### src/hw/rtl/fbsc_pkg.sv
// Shared types and constants of the frustum cull core.
package fbsc_pkg;

  localparam int NUM_PLANES = 6;
  localparam int COORD_W    = 32;
  localparam int FRAC_BITS  = 16;
  localparam int RADIUS_W   = 31;
  localparam int PIDX_W     = (NUM_PLANES > 1) ? $clog2(NUM_PLANES) : 1;
  localparam int PROD_W     = 2 * COORD_W;
  // Wide enough for three products plus the scaled offset and radius
  localparam int ACC_BASE_W = (PROD_W > RADIUS_W + FRAC_BITS + 1) ? PROD_W
                                                                 : RADIUS_W + FRAC_BITS + 1;
  localparam int ACC_W      = ACC_BASE_W + 3;

  typedef logic signed [COORD_W-1:0] coord_t;
  typedef logic signed [PROD_W-1:0]  prod_t;
  typedef logic signed [ACC_W-1:0]   acc_t;
  typedef logic [PIDX_W-1:0]         pidx_t;
  typedef logic [NUM_PLANES-1:0]     pmask_t;

  typedef enum logic [1:0] {
    MODE_BEGIN  = 2'd0,
    MODE_LOAD   = 2'd1,
    MODE_BOX    = 2'd2,
    MODE_SPHERE = 2'd3
  } fbsc_mode_e;

  typedef enum logic [1:0] {
    ST_IDLE,
    ST_ISSUE,
    ST_DRAIN
  } fbsc_state_e;

  // One stored plane: normal and offset
  typedef struct packed {
    coord_t nx;
    coord_t ny;
    coord_t nz;
    coord_t d;
  } plane_t;

  // Box corners, or the sphere center in the min fields
  typedef struct packed {
    coord_t min_x;
    coord_t min_y;
    coord_t min_z;
    coord_t max_x;
    coord_t max_y;
    coord_t max_z;
  } corners_t;

  // Tag that travels with a plane read into the distance pipeline
  typedef struct packed {
    logic vld;
    logic last;
    logic is_box;
  } dist_req_t;

  // Per-plane verdict leaving the distance pipeline
  typedef struct packed {
    logic vld;
    logic last;
    logic below;
  } dist_rsp_t;

endpackage

### src/hw/rtl/fbsc_plane_mem.sv
// Plane store: one write port, one registered read port.
module fbsc_plane_mem (
  input  logic            clk_i,
  input  logic            we_i,
  input  fbsc_pkg::pidx_t waddr_i,
  input  fbsc_pkg::plane_t wdata_i,
  input  logic            re_i,
  input  fbsc_pkg::pidx_t raddr_i,
  output fbsc_pkg::plane_t rdata_o
);
  import fbsc_pkg::*;

  plane_t mem_q [NUM_PLANES];
  plane_t rdata_q;

  // Write a plane on load
  always_ff @(posedge clk_i) begin
    if (we_i) begin
      mem_q[waddr_i] <= wdata_i;
    end
  end

  // Registered read, updated only while re_i is high
  always_ff @(posedge clk_i) begin
    if (re_i) begin
      rdata_q <= mem_q[raddr_i];
    end
  end

  assign rdata_o = rdata_q;

endmodule

### config.mk
export PLATFORM = sky130hd
export DESIGN_NAME = fbsc_plane_mem
export DESIGN_NICKNAME = d
export VERILOG_FILES = /design/src/hw/rtl/fbsc_pkg.sv /design/src/hw/rtl/fbsc_plane_mem.sv
export SDC_FILE = /design/constraint.sdc
export NUM_CORES = 1
export LEC_CHECK = 0
export BUFFER_PORTS_ARGS = -buffer_cell sky130_fd_sc_hd__buf_2
export CAP_MARGIN = 30
export CORE_ASPECT_RATIO = 0.6
export CORE_MARGIN = 4
export CORE_UTILIZATION = 50
export DETAILED_ROUTE_END_ITERATION = 8
export GPL_ROUTABILITY_DRIVEN = 0
export MAX_ROUTING_LAYER = met4
export PLACE_DENSITY = 0.68
export SYNTH_ARGS = -nofsm -noshare
export SYNTH_HDL_FRONTEND = slang
export SYNTH_SLANG_ARGS = --single-unit
### constraint.sdc
create_clock -name clk_i -period 39 [get_ports clk_i]
set_clock_uncertainty 0.05 [all_clocks]
set_input_delay 11.7 -clock clk_i [delete_from_list [all_inputs] [get_ports clk_i]]
set_output_delay 11.7 -clock clk_i [all_outputs]
set_load 0.005 [all_outputs]
Yosys cells after proc, flatten, opt, wreduce, memory -nomap -nowiden

Memory sizes are Yosys's and may differ from the RTL's. A register that Yosys moved wholly into a read port is not among the register bits.
Cells that the tools add are included.

Memories kept: 1
Logic and storage cells: 3
Memory bits (writable): 768
Bits in registers: 0

Muxes and demuxes: 2

Memories:

| memory | depth | width | rd ports | clocked after memory_dff | wr ports | RTL line             | text |
|---|---|---|---|---|---|---|---|
| mem_q  | 6     | 128   | 1        | 1                        | 1        | fbsc_plane_mem.sv:13 | `plane_t mem_q [NUM_PLANES];` |

Operator list:

| cell   | count |
|---|---|
| $mux 1 | 2 |

Logic depth before layout (Yosys ltp)

Gate-level depths: netlist of run 1.

Depth after elaboration: 2
Depth in mapped cells: 6
Gate-level depth less buffers: 3

Worst setup path after synthesis of run 1

No wires, ideal clock.

Path type: in2reg
Start point: in waddr_i[2]
End point: mem mem_q[0][0] (netlist name) (enable)
Path buffers: 0
Required time: 38.176 ns
Setup time: 0.774 ns
Stages on the path: 1
Arrival: 20.534 ns
Slack: 17.642 ns
Cells stage by stage: nor3_1

RTL lines:

| item               | RTL line             | text |
|---|---|---|
| start: declaration | fbsc_plane_mem.sv:5  | `input fbsc_pkg::pidx_t waddr_i,` |
| end: declaration   | fbsc_plane_mem.sv:13 |  |

Straight into the memory's write port.

==> results of run 1 <==
layer usage:
layer  vias up  global-route usage  share of wire
met2       372               0.307           0.49
met3       116              0.0412          0.053
li1       7217                   -              -
met5         -                   -              0
met4         0              0.0535          0.022
met1      8226               0.253           0.44
power breakdown:
part	internal [mW]	leakage [nW]	switching (mW)	total, mW
clock	0.443	1.27	0.334	0.776
sequential	1.10	8.21	0.0104	1.11
combinational	0.0453	3.88	0.0616	0.107
final cells by class:
cell class	count	area, um^2
clock inverters	47	432
diodes	16	40.0
multi-input cells	652	6200
fillers	4828	28100
clock buffers	98	2130
well taps	900	1130
flip-flops and latches	896	26900
repair buffers	289	1610
tightest hold or removal path: stages, from the launching register on:
cell and delay, ns:
sky130_fd_sc_hd__edfxtp_1 0.32, sky130_fd_sc_hd__mux2i_1 0.06, sky130_fd_sc_hd__a21oi_1 0.13
sequential cells by signal (all words and copies together) (netlist names):
| register | count |
|---|---|
| rdata_o | 128 |
| mem_q | 768 |
through the flow:
stage          std cells  total power, mW  hold WS [ns]  setup slack [ns]
2_1_floorplan       1633             1.20         0.537             17.64
3_3_place_gp        2735             1.24         0.548             23.77
3_5_place_dp        2737             1.24         0.558             23.73
4_1_cts             2882             2.02         0.565             24.39
5_1_grt             2894             2.07         0.596             24.22
6_report            2898             1.99         0.559             24.35
logic make-up (layout without fill, tap and decap cells):
| group | count (synthesis) | count (layout) | share of synthesized area |
|---|---|---|---|
| AOI/OAI and AO/OA | 256 | 256 | 0.0428 |
| buffers and inverters | 85 | 434 | 0.0220 |
| DFF | 896 | 896 | 0.796 |
| muxes | 384 | 384 | 0.137 |
| other | 0 | 16 | 0 |
| and+or+nand+nor | 12 | 12 | 0.00178 |
how the worst max path moves through the flow:
stage	cells past startpoint	slack, ns	to
floorplan	1	17.64	mem_q[0][0]
global placement	6	23.77	rdata_o[74]
detailed placement	6	23.73	rdata_o[38]
CTS	6	24.39	rdata_o[38]
global route	6	24.22	rdata_o[20]
finish	6	24.35	rdata_o[38]
cell usage after synthesis:
cell type                  instances  area (um^2)
sky130_fd_sc_hd__nand2_1           1         3.75
sky130_fd_sc_hd__mux2i_1         128         1280
sky130_fd_sc_hd__edfxtp_1        896        26900
sky130_fd_sc_hd__buf_2             8         40.0
sky130_fd_sc_hd__o22ai_2           1         12.5
sky130_fd_sc_hd__or2_1             1         6.26
sky130_fd_sc_hd__buf_6            25          282
sky130_fd_sc_hd__buf_12           12          240
sky130_fd_sc_hd__buf_1            13         48.8
sky130_fd_sc_hd__clkbuf_1         24         90.1
sky130_fd_sc_hd__o22ai_1         127          795
sky130_fd_sc_hd__nand2b_1          4         25.0
sky130_fd_sc_hd__a21oi_1         128          641
sky130_fd_sc_hd__mux2_4          128         1920
sky130_fd_sc_hd__mux2_1           15          169
sky130_fd_sc_hd__nor2_1            4         15.0
sky130_fd_sc_hd__buf_8             2         30.0
sky130_fd_sc_hd__mux2_2          113         1270
sky130_fd_sc_hd__nor3_1            2         10.0
sky130_fd_sc_hd__clkbuf_8          1         13.8
==> results by stage, run 1 <==
Run status:
- The flow ran to the end, and the final reports show no timing, DRC or antenna violations.

Die:
- The floorplan step set the die height to 209 um.
- In this run the core area contains 73 standard-cell rows.
- The area of the placeable core is 0.0666 mm^2.
- The floorplan step set the die width to 344 um.
- The initial utilization of the core area, before any placement, comes to 0.508.
- The number of top-level pins is 265.
- The die covers 0.0720 mm^2.

Worst hold path:
- The worst min-delay path startpoint is mem_q[5][125].
- The worst hold path passes through 2 cells.
- The worst hold endpoint is rdata_o[125].
- The path class of the tightest hold or removal check is flop to flop.

Setup path:
- For the worst flop-to-flop path, the logic depth is 3.
- The terminus of the critical flop-to-flop path is rdata_o[31].
- The category of the most critical setup path is input pin to flop.
- The reg-to-reg startpoint is mem_q[3][31].
- Of all nets on the critical path, the largest fanout is 65.
- The setup check on the worst reg-to-reg path leaves a slack of 37.74 ns.
- The critical path starts at raddr_i[2].
- The cell type with the highest occurrence count on the critical path is sky130_fd_sc_hd__buf_4.
- For the worst setup path, the data arrival time is 15.05 ns.
- The worst setup path is captured at a flop.
- Together, buffers and inverters on the worst path number 3.
- The worst setup path is launched from an input pin.
- On the critical path, the stage with the largest delay is an instance of sky130_fd_sc_hd__nand2b_4.
- For the worst setup path, the data required time is 39.40 ns.
- The cell family contributing the most delay on the critical path is buffers and inverters.
- The biggest cell delay along the critical path is 0.90 ns.
- Traced cell by cell, the critical path runs through buf_4 > buf_4 > nand2b_4 > buf_4 > o22ai_1 > a21oi_1.

Routing:
- The via count of the routed design is 15931.
- The remaining antenna violation count is 0.
- The number of detailed-routing iterations run before antenna repair is 5.
- In the routed layout, each cell is associated on average with a via count of 5.50.
- After detailed routing, the average wire length per cell comes to 23.2 um.
- The routed design has 67300 um of wire.
- In the routed design, unresolved DRC markers number 0.
- The DRC violation total after the first TritonRoute iteration is 1283.

Pwr:
- The static power due to leakage is 13.3 nW.
- The worst supply voltage drop on vdd is 25.7 uV.
- The areal power density over the cells is 51.9 mW/mm^2.

Cells and area:
- After routing the design area is 0.0384 mm^2.
- The fraction of layout cells with a size suffix above 1 is 0.329.
- The final cell utilization of the core is 0.577.
- The area added between synthesis and finish is 13.7%.
- After the last flow step, the layout net total stands at 2056.
- The most common cell after layout, fill and taps aside is sky130_fd_sc_hd__edfxtp_1.
- In the layout the commonest cells are sky130_fd_sc_hd__edfxtp_1, sky130_fd_sc_hd__buf_2, sky130_fd_sc_hd__mux2i_1, sky130_fd_sc_hd__mux2_4, sky130_fd_sc_hd__a21oi_1.

Placement:
- Summed over all nets, the half-perimeter wirelength after detailed placement is 34500 um.
- The placed instances occupy a cell area of 0.0358 mm^2.
- During placement, the flow inserted port buffers numbering 264.

Timing:
- The number of hold violations in the final report is 0.
- Summed over all failing endpoints, the final setup total negative slack is 0 ns.
- The final number of max-transition violations is 0.
- The number of failing setup endpoints in the final timing report is 0.
- The highest attainable clock frequency is 0.0683 GHz.
- Setup repair after global routing left no endpoint under its margin.
- Of the available clock period, the critical path in the final layout requires 0.376.
- Headroom to the max-slew limit came out at 0.330.
- After layout, the minimum clock period comes to 14.65 ns.
- For the pin with the worst max-slew slack, the measured transition is 1.00 ns.

Clock network:
- Clock latency on the worst-skew pair, taken at its later pin, is 0.62 ns.
- TritonCTS built the clock tree.
- The number of buffers added by the clock tree synthesis step is 80.
- The H-tree was split into 3 levels.
- Counting along the longest clock path gives a buffer depth of 3.
- Post-CTS repair changed the size of 0 cells.
- The number of setup buffers added after CTS is 0.
- The clock-pin slew on the worst setup and hold paths is 0.06 ns.
- After clock tree synthesis, the flow added hold-fix buffers numbering 0.
- The number of clock sinks is 896.
- The cell sitting at the root of the clock tree is a sky130_fd_sc_hd__clkbuf_16.

GRT:
- The number of global-route vias before repair is 16594.
- The initial antenna violation count is 14.
- The first global-routing pass estimated 102000 um of wire.
- The total routing usage reported by global routing is 0.192.
- The largest net degree at the start of global routing is 129.
- The leftover overflow at the end of global routing is 0.

Synthesis:
- For this run, the register share of the synthesized area comes to 0.796.
- The number of warnings issued by yosys is 0.
- Dividing the synthesized area by the synthesized cell count gives 20.7 um^2.
- The net count after synthesis is 1770.
- Synthesis instantiated 20 different standard cells from the library.
- The post-synthesis cell area is 0.0338 mm^2.
- Synthesis handed over a netlist of 1633 instances.
- The number of flip-flops and latches in the synthesized netlist is 896.

Flow run:
- The count of maximum capacitance violations is 0.
(Power assumes the default switching activity.)
==> run 2: changes to the inputs <==
==> constraint.sdc (replaced) <==
create_clock -name clk_i -period 13.8 [get_ports clk_i]
set_clock_uncertainty 0.05 [all_clocks]
set_input_delay 4.14 -clock clk_i [delete_from_list [all_inputs] [get_ports clk_i]]
set_output_delay 4.14 -clock clk_i [all_outputs]
set_load 0.005 [all_outputs]
==> results by stage, run 2 (synthesis results as in run 1) <==
Routing:
- The mean routed wirelength per cell is 23.6 um.
- The detailed router finished its first iteration with 1046 violations.
- The pre-antenna-repair detailed-routing pass consisted of 5 iterations.
- The total length of routed wires is 68500 um.
- For this block, the via count after detailed routing is 15982.
- The DRC violation count after routing is 0.
- The via density per instance is 5.51.
- The remaining antenna violation count is 0.

Setup path:
- The family with the most delay on the worst path is buffers and inverters.
- At the worst endpoint, the arrival time is 7.27 ns.
- STA classifies the critical path endpoint as a flop.
- The buffer and inverter count on the worst path is 3.
- Walking the worst path, the cells encountered are buf_8 > buf_12 > buf_4 > mux2_2 > o22ai_1 > a21oi_1.
- STA classifies the critical path startpoint as an input pin.
- The category of the most critical setup path is input pin to flop.
- The largest single stage delay on the critical path is 0.88 ns.
- The critical path data required time is 14.10 ns.
- Of all nets on the critical path, the largest fanout is 126.
- The master of the slowest instance on the critical path is sky130_fd_sc_hd__buf_4.

Clock network:
- The TritonCTS clock tree is done.
- The count of buffers added by post-CTS timing repair for setup is 0.
- The clock-pin slew on the worst setup and hold paths is 0.06 ns.
- TritonCTS created 81 clock buffers.
- Counting along the longest clock path gives a buffer depth of 3.
- Clock latency on the worst-skew pair, taken at its later pin, is 0.62 ns.
- In this run the clock root is driven by a sky130_fd_sc_hd__clkbuf_16.
- Clock tree synthesis found a total of 896 sinks.
- Gates resized during post-CTS repair numbered 0.
- The count of hold-fix buffers inserted at cts is 0.
- The H-tree was split into 3 levels.

Die:
- The effective utilization at floorplan is 0.508.
- From bottom edge to top edge, the die measures 209 um.
- The floorplan die width is 344 um.
- The floorplan has 73 rows.
- In this run the standard cell core region covers 0.0666 mm^2.
- The floorplan step defined a die boundary enclosing 0.0720 mm^2.
- For this design the top-level I/O count stands at 265.

Cells and area:
- The most common cell after layout, fill and taps aside is sky130_fd_sc_hd__edfxtp_1.
- Fill cells in the final layout number 4888.
- The area growth from synthesis to layout is 14.1%.
- The sequential cells in the finished layout cover a total of 0.0269 mm^2.
- The fraction of layout cells with a size suffix above 1 is 0.328.
- In the final layout, the multi-input gates occupy 0.00620 mm^2.
- After the last flow step, the layout net total stands at 2054.
- The number of flip-flops under the largest register name is 768.
- In the layout the commonest cells are sky130_fd_sc_hd__edfxtp_1, sky130_fd_sc_hd__buf_2, sky130_fd_sc_hd__mux2i_1, sky130_fd_sc_hd__mux2_4, sky130_fd_sc_hd__a21oi_1.
- The largest register by flop count is mem_q.
- At the end of the flow the core is filled with cells to 0.579.

GRT:
- The total routing usage reported by global routing is 0.194.
- The leftover overflow at the end of global routing is 0.
- The first-pass GRT wire length is 102000 um.
- The largest net degree at the start of global routing is 129.
- The initial antenna violation count came to 19.
- The number of global-route vias before repair was 16371.

Pwr:
- Of the total power, registers draw 0.553.
- The switching power as a share of total power is 0.205.
- Of the total power, combinational logic draws 0.054.
- The static power due to leakage is 13.4 nW.
- The internal cell power is 4.51 mW.
- Power spread over the standard cell area amounts to 147 mW/mm^2.
- The switching power summed over all nets is 1.16 mW.
- The worst supply voltage drop on vdd is 97.1 uV.
- The share of total power dissipated in the clock network is 0.393.

Run status:
- The flow ran to the end, and the final reports show no timing, DRC or antenna violations.

Timing:
- The post-route setup TNS is 0 ns.
- In this run the tightest slew margin relative to its limit is 0.337.
- The final number of max-transition violations was 0.
- Setup violations remaining at the end of the flow were counted as 0.
- The minimum period implied by the final worst setup slack is 6.97 ns.
- Of the available clock period, the critical path in the final layout requires 0.505.
- At the pin with the least slew margin, the transition time is 0.995 ns.
- Derived from the worst setup path, the maximum achievable clock frequency is 0.144 GHz.
- Setup repair after global routing left no endpoint under its margin.
- The number of hold violations in the final report was 0.

Placement:
- The port buffer count is 264.
- After legalization and detailed placement, the total HPWL measured 34600 um.

Flow run:
- The tool flagged a number of max-cap violations equal to 0.

Worst hold path:
- The classification of the worst-slack hold path is flop to flop.
run 2: changes by cell type in the layout (fill, tap and decap cells not counted), sizes merged:
cell | previous run | this run
buf | 289 | 286
diode | 16 | 19
clkinv | 34 | 32
clkinvlp | 1 | 2
bufinv | 8 | 9
clkbuf | 98 | 101
run 2: worst min-delay path, delay by kind of cell (launching register included):
kind	cells	cell delay, ns
flops	1	0.32
compound gates	1	0.13
mux	1	0.06
run 2: power by group through the flow:
stage / clock, mW / combinational [mW] / sequential (mW)
CTS: 2.28 / 0.310 / 3.14
global route: 2.40 / 0.332 / 3.15
finish: 2.23 / 0.306 / 3.14
floorplan: 0 / 0.179 / 3.20
global placement: 0 / 0.300 / 3.20
detailed placement: 0 / 0.309 / 3.20
run 2: layout make-up:
cell class / count / area share
Sequential cell: 896 / 0.698
Multi-Input combinational cell: 652 / 0.161
Clock buffer: 101 / 0.0551
Timing Repair Buffer: 286 / 0.0425
Tap cell: 900 / 0.0292
Clock inverter: 47 / 0.0131
Antenna cell: 19 / 0.00123
run 2: final timing paths:
| path | cells past startpoint | slack (ns) | start | endpoint |
|---|---|---|---|---|
| max | 6 | 6.83 | raddr_i[0] | rdata_o[96] |
| min | 2 | 0.57 | mem_q[4][105] | rdata_o[105] |
| max reg2reg | 3 | 12.51 | mem_q[2][109] | rdata_o[109] |
| min reg2reg | 2 | 0.57 | mem_q[4][105] | rdata_o[105] |
run 2: per-layer routing:
metal	share of wire	routed length, um	GRT usage
met1	0.43	29500	0.257
met4	0.017	1140	0.0496
met2	0.49	33800	0.309
met3	0.060	4110	0.0423
met5	0	0	-
run 2: per-stage QoR:
| stage | power (mW) | hold slack [ns] | cell area, um^2 | setup WS (ns) | cells |
|---|---|---|---|---|---|
| floorplan | 3.38 | 0.537 | 33800 | 0.00240 | 1633 |
| global placement | 3.50 | 0.550 | 35800 | 6.21 | 2730 |
| detailed placement | 3.51 | 0.558 | 35900 | 6.19 | 2733 |
| CTS | 5.73 | 0.569 | 38500 | 6.88 | 2881 |
| global route | 5.88 | 0.585 | 38600 | 6.71 | 2901 |
| finish | 5.68 | 0.566 | 38600 | 6.83 | 2901 |
